$ cat src/rtl/cmbp_pkg.sv
// Package for the bit packer: sequencer states, result beat type and widths.
// Used by cmbp_shift_unit, cmbp_out_stage and coap_message_bit_packer.
package cmbp_pkg;

    localparam int FIELD_W   = 64;
    localparam int COUNT_W   = 7;
    localparam int BYTE_W    = 8;
    localparam int PEND_W    = 7;
    localparam int PCNT_W    = 3;
    localparam int TAKE_W    = 4;
    localparam int SHAMT_W   = 7;
    localparam int IN_DATA_W = 72;

    localparam logic [COUNT_W-1:0] MAX_BITS  = 7'd64;
    localparam logic [TAKE_W-1:0]  BYTE_BITS = 4'd8;

    typedef enum logic [2:0] {
        ST_IDLE  = 3'b001,
        ST_ALIGN = 3'b010,
        ST_RUN   = 3'b100
    } state_t;

    typedef struct packed {
        logic [BYTE_W-1:0] out_byte;
        logic              run_last;
        logic              message_last;
    } out_beat_t;

endpackage

$ cat src/rtl/coap_message_bit_packer.sv
// Top level of the message bit packer: sequencer, option delta and bit state.
// Depends on cmbp_pkg, cmbp_shift_unit and cmbp_out_stage.
//
// Usage:
//   s_axis carries one field per transaction: tdata holds field_value in
//   [63:0] and bit_count in [70:64], tuser is cmd, tlast is message_end.
//   m_axis carries one packed byte per transaction: tdata is the byte with
//   the first written bit in bit 7, tlast marks the last byte of a field,
//   tuser marks the final byte of the message.
//   An accepted field is registered (as its option delta when cmd is set),
//   left-aligned in ST_ALIGN, then packed in ST_RUN one step at a time:
//   one step for each byte boundary it crosses plus one for any remainder,
//   and at least one step, because the shared 64-bit shifter moves at most
//   one byte's worth of bits per step. A step that emits a byte waits until
//   the output register is free. s_axis_tready is high only while the
//   sequencer is idle. When m_axis stalls, a byte is held in the output
//   register and the sequencer waits; nothing is dropped. Reset empties the
//   output register and clears the partial byte, bit count and previous
//   option number.
module coap_message_bit_packer
    import cmbp_pkg::*;
#(
    parameter int OPTION_NUMBER_BITS = 16
)
(
    input  logic                 clk,
    input  logic                 rst_n,
    input  logic                 s_axis_tvalid,
    output logic                 s_axis_tready,
    input  logic [IN_DATA_W-1:0] s_axis_tdata, // field_value, bit_count, zero pad
    input  logic                 s_axis_tuser, // cmd
    input  logic                 s_axis_tlast, // message_end
    output logic                 m_axis_tvalid,
    input  logic                 m_axis_tready,
    output logic [BYTE_W-1:0]    m_axis_tdata, // out_byte
    output logic                 m_axis_tlast, // run_last
    output logic                 m_axis_tuser  // message_last
);

    localparam int ONB = OPTION_NUMBER_BITS;

    state_t              state_reg, state_next;
    logic [FIELD_W-1:0]  val_reg, val_next;
    logic [COUNT_W-1:0]  rem_reg, rem_next;
    logic [PEND_W-1:0]   acc_reg, acc_next;
    logic [PCNT_W-1:0]   cnt_reg, cnt_next;
    logic                end_reg, end_next;
    logic [ONB-1:0]      prev_reg, prev_next;

    logic                accept;
    logic [FIELD_W-1:0]  in_value;
    logic [COUNT_W-1:0]  in_count;
    logic [ONB-1:0]      opt_num;
    logic [ONB:0]        opt_diff;
    logic [TAKE_W-1:0]   room;
    logic [TAKE_W-1:0]   take;
    logic [15:0]         merged;
    logic [BYTE_W-1:0]   new_acc;
    logic [TAKE_W-1:0]   new_cnt;
    logic [COUNT_W-1:0]  rem_after;
    logic [SHAMT_W-1:0]  sh_amount;
    logic [FIELD_W-1:0]  sh_out;
    logic                emit;
    logic                step_go;
    logic                out_free;
    out_beat_t           beat;

    assign s_axis_tready = (state_reg == ST_IDLE);
    assign accept        = s_axis_tvalid && s_axis_tready;
    assign in_value      = s_axis_tdata[FIELD_W-1:0];
    assign in_count      = (s_axis_tdata[FIELD_W+COUNT_W-1:FIELD_W] > MAX_BITS) ?
                           MAX_BITS : s_axis_tdata[FIELD_W+COUNT_W-1:FIELD_W];
    assign opt_num       = in_value[ONB-1:0];
    assign opt_diff      = {1'b0, opt_num} - {1'b0, prev_reg};

    assign room      = BYTE_BITS - {1'b0, cnt_reg};
    assign take      = (rem_reg < {{(COUNT_W-TAKE_W){1'b0}}, room}) ?
                       rem_reg[TAKE_W-1:0] : room;
    assign merged    = {1'b0, acc_reg, val_reg[FIELD_W-1:FIELD_W-BYTE_W]} << take;
    assign new_acc   = merged[15:8];
    assign new_cnt   = {1'b0, cnt_reg} + take;
    assign rem_after = rem_reg - {{(COUNT_W-TAKE_W){1'b0}}, take};
    assign sh_amount = (state_reg == ST_ALIGN) ? (MAX_BITS - rem_reg) :
                       {{(SHAMT_W-TAKE_W){1'b0}}, take};

    cmbp_shift_unit u_shift (
        .din    (val_reg),
        .amount (sh_amount),
        .dout   (sh_out)
    );

    always_comb
    begin
        emit               = 1'b0;
        beat.out_byte      = new_acc;
        beat.run_last      = 1'b0;
        beat.message_last  = 1'b0;
        if (new_cnt == BYTE_BITS)
        begin
            emit              = 1'b1;
            beat.run_last     = (rem_after == '0) ||
                                (!end_reg &&
                                 (rem_after < {{(COUNT_W-TAKE_W){1'b0}}, BYTE_BITS}));
            beat.message_last = (rem_after == '0) && end_reg;
        end
        else if (end_reg && (new_cnt != '0))
        begin
            emit              = 1'b1;
            beat.out_byte     = new_acc << (BYTE_BITS - new_cnt);
            beat.run_last     = 1'b1;
            beat.message_last = 1'b1;
        end
    end

    assign step_go = (state_reg == ST_RUN) && (!emit || out_free);

    always_comb
    begin
        state_next = state_reg;
        val_next   = val_reg;
        rem_next   = rem_reg;
        acc_next   = acc_reg;
        cnt_next   = cnt_reg;
        end_next   = end_reg;
        prev_next  = prev_reg;
        case (state_reg)
            ST_IDLE:
            begin
                if (accept)
                begin
                    rem_next   = in_count;
                    end_next   = s_axis_tlast;
                    state_next = ST_ALIGN;
                    if (s_axis_tuser)
                    begin
                        val_next  = {{(FIELD_W-ONB-1){opt_diff[ONB]}}, opt_diff};
                        prev_next = s_axis_tlast ? '0 : opt_num;
                    end
                    else
                    begin
                        val_next = in_value;
                        if (s_axis_tlast)
                        begin
                            prev_next = '0;
                        end
                    end
                end
            end
            ST_ALIGN:
            begin
                val_next   = sh_out;
                state_next = ST_RUN;
            end
            ST_RUN:
            begin
                if (step_go)
                begin
                    val_next = sh_out;
                    rem_next = rem_after;
                    if ((new_cnt == BYTE_BITS) || end_reg)
                    begin
                        acc_next = '0;
                        cnt_next = '0;
                    end
                    else
                    begin
                        acc_next = new_acc[PEND_W-1:0];
                        cnt_next = new_cnt[PCNT_W-1:0];
                    end
                    if (rem_after == '0)
                    begin
                        state_next = ST_IDLE;
                    end
                end
            end
            default:
            begin
                state_next = ST_IDLE;
            end
        endcase
    end

    always_ff @(posedge clk or negedge rst_n)
    begin
        if (!rst_n)
        begin
            state_reg <= ST_IDLE;
            acc_reg   <= '0;
            cnt_reg   <= '0;
            prev_reg  <= '0;
        end
        else
        begin
            state_reg <= state_next;
            acc_reg   <= acc_next;
            cnt_reg   <= cnt_next;
            prev_reg  <= prev_next;
        end
    end

    always_ff @(posedge clk)
    begin
        val_reg <= val_next;
        rem_reg <= rem_next;
        end_reg <= end_next;
    end

    cmbp_out_stage u_out (
        .clk           (clk),
        .rst_n         (rst_n),
        .load          (step_go && emit),
        .load_beat     (beat),
        .free          (out_free),
        .m_axis_tvalid (m_axis_tvalid),
        .m_axis_tready (m_axis_tready),
        .m_axis_tdata  (m_axis_tdata),
        .m_axis_tlast  (m_axis_tlast),
        .m_axis_tuser  (m_axis_tuser)
    );

endmodule

$ cat src/rtl/cmbp_shift_unit.sv
// Shared 64-bit left shifter of the bit packer.
// Depends on cmbp_pkg for widths.
module cmbp_shift_unit
    import cmbp_pkg::*;
(
    input  logic [FIELD_W-1:0] din,
    input  logic [SHAMT_W-1:0] amount,
    output logic [FIELD_W-1:0] dout
);

    always_comb
    begin
        if (amount >= MAX_BITS)
        begin
            dout = '0;
        end
        else
        begin
            dout = din << amount[SHAMT_W-2:0];
        end
    end

endmodule

$ cat src/rtl/cmbp_out_stage.sv
// Output register of the bit packer: holds one result beat until taken.
// Depends on cmbp_pkg for out_beat_t.
module cmbp_out_stage
    import cmbp_pkg::*;
(
    input  logic              clk,
    input  logic              rst_n,
    input  logic              load,
    input  out_beat_t         load_beat,
    output logic              free,
    output logic              m_axis_tvalid,
    input  logic              m_axis_tready,
    output logic [BYTE_W-1:0] m_axis_tdata, // out_byte
    output logic              m_axis_tlast, // run_last
    output logic              m_axis_tuser  // message_last
);

    logic      valid_reg;
    out_beat_t beat_reg;

    assign free = !valid_reg || m_axis_tready;

    always_ff @(posedge clk or negedge rst_n)
    begin
        if (!rst_n)
        begin
            valid_reg <= 1'b0;
        end
        else if (free)
        begin
            valid_reg <= load;
        end
    end

    always_ff @(posedge clk)
    begin
        if (free && load)
        begin
            beat_reg <= load_beat;
        end
    end

    assign m_axis_tvalid = valid_reg;
    assign m_axis_tdata  = beat_reg.out_byte;
    assign m_axis_tlast  = beat_reg.run_last;
    assign m_axis_tuser  = beat_reg.message_last;

endmodule
$ cat config.mk
export PLATFORM = sky130hd
export DESIGN_NAME = coap_message_bit_packer
export DESIGN_NICKNAME = d
export VERILOG_FILES = /design/src/rtl/cmbp_pkg.sv /design/src/rtl/coap_message_bit_packer.sv /design/src/rtl/cmbp_shift_unit.sv /design/src/rtl/cmbp_out_stage.sv
export SDC_FILE = /design/constraint.sdc
export NUM_CORES = 1
export LEC_CHECK = 0
export BUFFER_PORTS_ARGS = -buffer_cell sky130_fd_sc_hd__buf_2
export CAP_MARGIN = 10
export CORE_ASPECT_RATIO = 0.5
export CORE_MARGIN = 1
export CORE_UTILIZATION = 50
export DETAILED_ROUTE_END_ITERATION = 10
export PLACE_DENSITY = 0.68
export RECOVER_POWER = 50
export SYNTH_ARGS = -nofsm -noshare
export SYNTH_HDL_FRONTEND = slang
export SYNTH_SLANG_ARGS = --single-unit
$ cat constraint.sdc
create_clock -name clk -period 9.33 [get_ports clk]
set_clock_uncertainty 0.2 [all_clocks]
set_input_delay 0.933 -clock clk [delete_from_list [all_inputs] [get_ports clk]]
set_output_delay 0.933 -clock clk [all_outputs]
set_load 0.1 [all_outputs]
[Word-level counts from Yosys, hierarchy flattened]
Index checks and enable logic that the tools add are counted.
Word-level totals
  flip-flop bits (word level): 112
  input bits: 78
  word-level logic and storage cells: 81
Cells by class
  add/subtract/negate cells: 6
  order comparisons: 4
  equality and inequality tests: 7
  shift-type cells: 3
  multiplexer cells: 25
  reduce and logical (&&, ||, !) cells: 25
Operators by type and width (number)
  $mux W64: 4
  $pmux W64 S3: 1
  $shl A64 B6 Y64: 1
  $mux W16: 3
  $mux W7: 5
  $sub A16 B16 Y17: 1
  $shl A15 B4 Y16: 1
  $pmux W7 S2: 1
  $mux W3: 4
  $reduce_and A3 Y1: 4
  $mux W10: 1
  $pmux W3 S3: 1
  $mux W8: 1
  $shl A8 B4 Y8: 1
  $ge A7 B7 Y1 const B: 1
  $gt A7 B7 Y1 const B: 1
  $logic_and A1 B1 Y1: 7
  $logic_not A7 Y1: 1
  $lt A7 B4 Y1: 1
  $lt A7 B4 Y1 const B: 1
  $sub A7 B4 Y7: 1
  $sub A7 B7 Y7 const A: 1
  $add A3 B4 Y4: 1
  $eq A4 B4 Y1 const B: 1
  16 further kinds: 25

[Depth between registers and ports, before layout]
Gate-level depths: netlist of run 1.
  depth after elaboration: 13
  gate-level depth with buffers: 21
  mapped depth without buffers: 20

[By module]
Synthesis of run 1 repeated with hierarchy kept, for this count alone.
Second synthesis, totals
  cells, all modules: 1305
  area, all modules: 11725.0 um2
Modules (own cells, without submodules)
  coap_message_bit_packer: instances 1, cells each 813, area an instance 7109.3 um2
  cmbp_shift_unit: instances 1, cells each 478, area an instance 4261.6 um2
  cmbp_out_stage: instances 1, cells each 14, area an instance 354.1 um2

[Least setup slack after synthesis of run 1]
OpenSTA, ideal clock, no wires.
  kind: flip-flop to flip-flop
  from: reg cnt_reg[0]
  to: reg val_reg[62], enable pin
  setup time: 0.307 ns
  arrival time: 7.143 ns
  required time: 8.823 ns
  setup slack: 1.680 ns
  cell stages (with the launch flop): 21
  cells stage by stage: dfrtp_1 buf_2 nor3_1 inv_1 ha_1 or4_4 a21oi_4 a22oi_4 a21oi_4 inv_4 ha_1 clkbuf_1 inv_1 ha_1 buf_1 a21o_2 a21oi_1 or2_1 buf_2 o21ai_0 o31a_1
Between the ends
  word-level cells in the longest chain between the ends: 13
  elaborated cells on any way between the ends: 14
  those cells by class: 2 x add/sub; 1 x order compare; 2 x eq/ne; 3 x mux; 6 x reduce/logical
Ends and longest elaborated chain
  start: declaration: RTL line coap_message_bit_packer.sv:46  | logic [PCNT_W-1:0] cnt_reg, cnt_next;
  start signal: assignment: RTL line coap_message_bit_packer.sv:196  | cnt_reg <= cnt_next;
  $sub A4 B3 Y4: RTL line coap_message_bit_packer.sv:76  | assign room = BYTE_BITS - {1'b0, cnt_reg};
  $lt A7 B4 Y1: RTL line coap_message_bit_packer.sv:77  | assign take = (rem_reg < {{(COUNT_W-TAKE_W){1'b0}}, room}) ?
  $mux W4: RTL line coap_message_bit_packer.sv:77
  $add A3 B4 Y4 (*): RTL line coap_message_bit_packer.sv:81  | assign new_cnt = {1'b0, cnt_reg} + take;
  $reduce_bool A4 Y1: RTL line coap_message_bit_packer.sv:106  | else if (end_reg && (new_cnt != '0))
  $logic_and A1 B1 Y1: RTL line coap_message_bit_packer.sv:106
  $mux W1: RTL line coap_message_bit_packer.sv:106
  $mux W1 (*): RTL line coap_message_bit_packer.sv:98  | if (new_cnt == BYTE_BITS)
  $logic_not A1 Y1 (*): RTL line coap_message_bit_packer.sv:115  | assign step_go = (state_reg == ST_RUN) && (!emit || out_free);
  $logic_or A1 B1 Y1 (*): RTL line coap_message_bit_packer.sv:115
  $logic_and A1 B1 Y1 (*): RTL line coap_message_bit_packer.sv:115
  $ne A2 B2 Y1 (no source line) (*)
  $reduce_and A3 Y1 (no source line) (*)
  end signal: assignment: RTL line coap_message_bit_packer.sv:203  | val_reg <= val_next;
  end: declaration: RTL line coap_message_bit_packer.sv:43  | logic [FIELD_W-1:0] val_reg, val_next;
Mark *: on every way between the ends. The rest lies on a longest branch, timed or not.
A chain may end at the register's enable or synchronous reset.

[Worst setup path in the final report of run 1]
  from: reg cnt_reg[0]
  to: reg val_reg[62] (data pin)
Between the ends
  word-level cells in the longest chain between the ends: 8
  elaborated cells on any way between the ends: 9
  those cells by class: 1 x add/sub; 2 x order compare; 1 x shift; 5 x mux
Ends and longest elaborated chain
  $sub A4 B3 Y4 (*): RTL line coap_message_bit_packer.sv:76
  $lt A7 B4 Y1: RTL line coap_message_bit_packer.sv:77
  $mux W4 (*): RTL line coap_message_bit_packer.sv:77
  $mux W7 (*): RTL line coap_message_bit_packer.sv:83  | assign sh_amount = (state_reg == ST_ALIGN) ? (MAX_BITS - rem_reg) :
  $shl A64 B6 Y64 / $ge A7 B7 Y1 (equally long branches): RTL line cmbp_shift_unit.sv:19, cmbp_shift_unit.sv:13
  $mux W64 (*): RTL line cmbp_shift_unit.sv:13  | if (amount >= MAX_BITS)
  $mux W64: RTL line coap_message_bit_packer.sv:156  | if (step_go)
  $pmux W64 S3 (*): RTL line coap_message_bit_packer.sv:126  | case (state_reg)
  via val_next[62]: RTL line coap_message_bit_packer.sv:43
Mark *: on every way through the listed nets, which the timed path passes. The rest lies on a longest branch. The select of a mux whose other input is x is not followed.

==> impl_metrics.yaml, run 1 <==
timing:
  maxSlewHeadroom_pct: -56.4
  clock.fmax_ghz: 0.126
  drv_slew: 118
  finalCritPeriodShare_pct: 85.2
  finalSetupViolations: 0
  tns_ns: 0
  post-route-min-period_ns: 7.95
  hold_viol_final: 0
  grt_setup_unrepaired: "false"
  worstMarginPinSlew_ns: 2.28
global_routing:
  track_usage_pct: 36.6
  antenna_found_initial: 0
  grt_pass1_vias: 10500
  grt_overflow_total: 0
  grt_first_pass_wirelength_um: 64100
  grt_max_degree: 47
route:
  routed_wl_um: 42600
  vias_per_cell: 6.81
  final_antenna_net_count: 0
  drc: 0
  route.detailed.wl_per_inst_um: 25.7
  drt-initial-drc-count: 1429
  drt_first_pass_iters: 6
  vias: 11300
clocking:
  cts_setup_buffers: 0
  numCtsBuffers: 9
  insertion_delay_ns: 0.40
  cts.reportedPaths.clkPinSlew_ns: 0.08
  clock_path_buffers: 2
  cts_tree: "yes"
  cts_sinks: 112
  cts_root_buf: "clkbuf_16"
  ctsHoldBuffers: 0
  cts.repair.resized: 0
  htree_levels: 3
finish:
  drive_gt1_share_pct: 12.0
  area_growth_pct: 5.71
  largest_reg_flops: 64
  layout.cells.non_filler: 1657
  final_common_cell: "mux2i_1"
  final.fill_count: 2110
  fin_nets: 1455
  mostFrequentLayoutCells: "mux2i_1 (193), nand2_1 (171), nor2_1 (93), edfxtp_1 (82), a21oi_1 (75)"
logic_synthesis:
  ys_warn_count: 0
  synth_mux_area_share_pct: 20.1
  avgSynthCellArea_um2: 8.66
  ys_seq_area_share_pct: 27.8
  synthXorXnorAreaFrac_pct: 2.10
  synth_fa_ha_area_share_pct: 2.97
  synth_nets: 1438
  synth_top_family_by_area: "compound AO/OA/AOI/OAI gates"
  netlist_area_um2: 11500
  synth_edf_count: 82
  yosys_register_bits: 112
  synth_flop_cell: "edfxtp_1"
  syn-instance-count: 1334
  async_flop_share_pct: 26.8
  synthSimpleGateAreaFrac_pct: 15.8
  synth_compound_area_share_pct: 24.9
  synth.distinct_cells: 91
placed_design:
  gp_congestion: 1.01
  portBuffers: 88
  dp.cells: 1640
  dpl.hpwl_um: 32400
setup_path:
  endpoint_kind: "flip-flop"
  worstPathArrival_ns: 7.81
  path_class: "reg -> reg"
  timing.rr.start: "cnt_reg[0]"
  startpoint_type: "flip-flop"
  crit_required_ns: 9.18
  cp_max_fo: 35
  startpoint: "cnt_reg[0]"
floorplanning:
  dieHeight_um: 109
  die_w_um: 217
  dieArea_um2: 23700
  row_count: 38
  core_um2: 22200
  start_util_pct: 52.1
  boundaryPins: 90
worst_hold_path:
  min-delay-start: "acc_reg[6]"
  hold_path.class: "reg -> reg"
flow_run:
  cap_viol_max_count: 4
outcome:
  violations: "capacitance limit, slew limit"
  outcome: "complete, but fails checks"
## layer usage
layer	track usage, %	vias up	wire [um]	share of wire (%)
met2	54.3	669	17500	41
met3	11.3	71	5310	12
li1	-	5105	-	-
met1	50.8	5443	18700	44
met5	0	-	0	0
met4	10.8	0	1100	2.6
## final timing paths
check                                           end  slack (ns)  cells past startpoint
worst max-delay path                    val_reg[62]        1.38                     14
worst min-delay path                     acc_reg[6]        0.30                      2
worst max register to register          val_reg[62]        1.38                     14
worst min register to register           acc_reg[6]        0.30                      2
max in group asynchronous       u_out.m_axis_tvalid        6.90                      1
min in group asynchronous               prev_reg[3]        0.88                      1
## final cells by class
| cell class | count | area [um^2] | share of cell area (%) |
|---|---|---|---|
| diodes | 1 | 2.50 | 0.0205 |
| clock buffers | 9 | 225 | 1.84 |
| repair buffers | 110 | 579 | 4.74 |
| clock inverters | 7 | 52.6 | 0.430 |
| multi-input cells | 1080 | 7610 | 62.4 |
| flip-flops and latches | 112 | 3210 | 26.3 |
| well taps | 300 | 375 | 3.07 |
| inverters | 38 | 145 | 1.19 |
## cell usage after synthesis (7+ instances only)
cell type | n | area, um^2
a211oi_1 | 18 | 135
a21o_1 | 8 | 60.1
a21oi_1 | 74 | 370
a221oi_1 | 19 | 166
a22o_1 | 23 | 201
a31oi_1 | 9 | 56.3
a32oi_1 | 10 | 87.6
and3_1 | 12 | 75.1
buf_2 | 26 | 130
buf_4 | 12 | 90.1
buf_6 | 13 | 146
clkbuf_1 | 49 | 184
dfrtp_1 | 29 | 726
edfxtp_1 | 82 | 2460
ha_1 | 25 | 313
inv_1 | 36 | 135
mux2_2 | 21 | 236
mux2i_1 | 192 | 1920
nand2_1 | 171 | 642
nand2b_1 | 9 | 56.3
nand3_1 | 30 | 150
nor2_1 | 93 | 349
nor2b_1 | 14 | 87.6
nor3_1 | 38 | 190
o211ai_1 | 22 | 165
o21a_1 | 7 | 52.6
o21ai_0 | 69 | 345
o21ai_1 | 12 | 60.1
o221ai_1 | 8 | 70.1
o22ai_1 | 28 | 175
xnor2_1 | 18 | 158
## per-stage QoR
stage	utilization [%]	cell area, um^2	worst slack [ns]	hold WS, ns
after floorplan	-	11500	1.68	0.248
after global placement	54.2	12000	2.51	0.262
after detailed placement	54.2	12000	2.32	0.275
after CTS	55.5	12300	2.29	0.292
after global routing	55.1	12200	0.927	0.322
final	55.1	12200	1.38	0.298
## critical path, cell delays in order, from the launching register on
cell      delay, ns
dfrtp_1        0.51
nor3_1         0.55
inv_1          0.23
ha_1           0.29
or4_1          0.68
a21oi_4        0.20
a22oi_4        0.16
mux2i_1        1.72
a21oi_1        1.06
buf_4          0.58
mux2i_1        0.22
o311ai_1       0.14
mux2_2         0.44
a211oi_1       0.32
o21ai_0        0.30
## cell families after synthesis
family / Yosys count
fa+ha+maj: 27
flops: 112
simple gates: 404
buf+inv: 142
xor+xnor: 26
compound gates: 401
mux: 222
Power of run 1 is left out: the tool's default activity adds up to more than one toggle a clock period on the data nets, which glitch-free logic cannot reach.
==> run 2, diff against run 1 <==
Settings changed: PLACE_DENSITY 0.68 to 0.64.
==> run 2 against run 1 <==
  * The run still ends with capacitance limit, slew limit left
  * Critical path depth down 1
  * Die area is the same
  * Flip-flop and latch count stayed put
  * Highest routed layer unchanged
  * Core utilization up 0.25 points
  * First-iteration DRC count up 4.8%
  * Non-clock buffer count rose by 3
  * Clock-buffer cell count stayed put
  * Sequential share of layout area fell by 0.12 points
  * Routed wire length grew 3.2%
==> impl_metrics.yaml, run 2 (same netlist as run 1, synthesis figures left out) <==
outcome:
  outcome: "complete, but fails checks"
  violations: "capacitance limit, slew limit"
setup_path:
  startpoint_type: "flip-flop"
  crit_required_ns: 9.20
  path_cells: "nor3_1 > inv_1 > ha_1 > or4_4 > o211ai_1 > o211a_1 > clkbuf_1 > mux2i_1 > mux2i_1 > a211oi_1 > a21oi_1 > a22o_1 > or4_1"
  worstPathArrival_ns: 8.02
  crit_path_frequent_cell: "mux2i_1"
  path_class: "reg -> reg"
  critical_path.top_delay_family: "compound AO/OA/AOI/OAI gates"
  path_buf_inv: 2
  max_stage_delay_ns: 1.54
  cp_max_fo: 43
  slowest_stage: "o211a_1"
  endpoint_kind: "flip-flop"
route:
  route.detailed.wl_per_inst_um: 26.5
  routed_wl_um: 44000
  drt-initial-drc-count: 1497
  vias_per_cell: 6.80
  drc: 0
  drt_first_pass_iters: 5
  vias: 11300
  final_antenna_net_count: 0
floorplanning:
  core_um2: 22200
  die_w_um: 217
  dieHeight_um: 109
  boundaryPins: 90
  row_count: 38
  dieArea_um2: 23700
  start_util_pct: 52.1
timing:
  clock.fmax_ghz: 0.123
  post-route-min-period_ns: 8.14
  hold_viol_final: 0
  worstMarginPinSlew_ns: 2.30
  finalCritPeriodShare_pct: 87.3
  maxSlewHeadroom_pct: -57.8
  drv_slew: 183
  tns_ns: 0
  grt_setup_unrepaired: "false"
  finalSetupViolations: 0
placed_design:
  dpl.hpwl_um: 33400
  portBuffers: 88
  gp_congestion: 1.03
global_routing:
  grt_overflow_total: 0
  grt_max_degree: 63
  antenna_found_initial: 0
  grt_first_pass_wirelength_um: 65500
  grt_pass1_vias: 10400
  track_usage_pct: 37.4
worst_hold_path:
  hold_path.class: "reg -> reg"
clocking:
  insertion_delay_ns: 0.40
  cts_tree: "yes"
  htree_levels: 3
  ctsHoldBuffers: 0
  cts.repair.resized: 0
  cts.reportedPaths.clkPinSlew_ns: 0.08
  cts_root_buf: "clkbuf_16"
  numCtsBuffers: 9
  cts_sinks: 112
  clock_path_buffers: 2
  cts_setup_buffers: 0
finish:
  final_common_cell: "mux2i_1"
  drive_gt1_share_pct: 12.2
  diodes: 0
  area_growth_pct: 6.19
  largest_reg_flops: 64
  mostFrequentLayoutCells: "mux2i_1 (193), nand2_1 (171), nor2_1 (93), edfxtp_1 (82), a21oi_1 (74)"
  fin_nets: 1458
flow_run:
  cap_viol_max_count: 6
run 2: changes by cell type in the layout (fill, tap and decap cells not counted), sizes merged:
| cell | before | now |
|---|---|---|
| inv | 41 | 38 |
| buf | 93 | 95 |
| bufinv | 0 | 1 |
| clkbuf | 26 | 27 |
| clkinv | 3 | 4 |
| clkinvlp | 1 | 2 |
| diode | 1 | 0 |
run 2: worst register-to-register path: stages, from the launching register on:
cell	delay (ns)
dfrtp_1	0.51
nor3_1	0.54
inv_1	0.23
ha_1	0.30
or4_4	0.59
o211ai_1	0.26
o211a_1	1.54
clkbuf_1	1.47
mux2i_1	0.36
mux2i_1	0.14
a211oi_1	0.70
a21oi_1	0.16
a22o_1	0.23
or4_1	0.58
run 2: area by class of cell:
| cell class | instances | area (um^2) |
|---|---|---|
| Fill cell | 2080 | 9890 |
| Inverter | 38 | 145 |
| Clock inverter | 7 | 80.1 |
| Tap cell | 300 | 375 |
| Sequential cell | 112 | 3210 |
| Multi-Input combinational cell | 1080 | 7630 |
| Clock buffer | 9 | 225 |
| Timing Repair Buffer | 113 | 598 |
run 2: worst paths after layout:
check / startpoint / endpoint / slack (ns) / cells after the start
setup / recovery: cnt_reg[0] / val_reg[56] / 1.19 / 13
hold / removal: acc_reg[6] / acc_reg[6] / 0.31 / 2
setup reg to reg: cnt_reg[0] / val_reg[56] / 1.19 / 13
hold reg to reg: acc_reg[6] / acc_reg[6] / 0.31 / 2
max in group asynchronous: rst_n / prev_reg[9] / 6.80 / 1
min in group asynchronous: rst_n / cnt_reg[2] / 0.92 / 1
run 2: routing by layer:
layer | global-route usage, % | share of wire (%)
met3 | 13.0 | 13
met4 | 8.30 | 1.9
met2 | 54.8 | 41
met1 | 52.8 | 45
met5 | 0 | 0
run 2: stage by stage:
stage	worst slack [ns]	instances	utilization [%]	hold WS, ns	cell area (um^2)
finish	1.19	1659	55.4	0.307	12300
global route	0.814	1659	55.4	0.319	12300
CTS	2.07	1658	55.7	0.304	12300
detailed placement	2.09	1642	54.3	0.281	12000
global placement	2.31	1642	54.3	0.279	12000
floorplan	1.68	1334	-	0.248	11500
Power of run 2 is left out for the same reason.
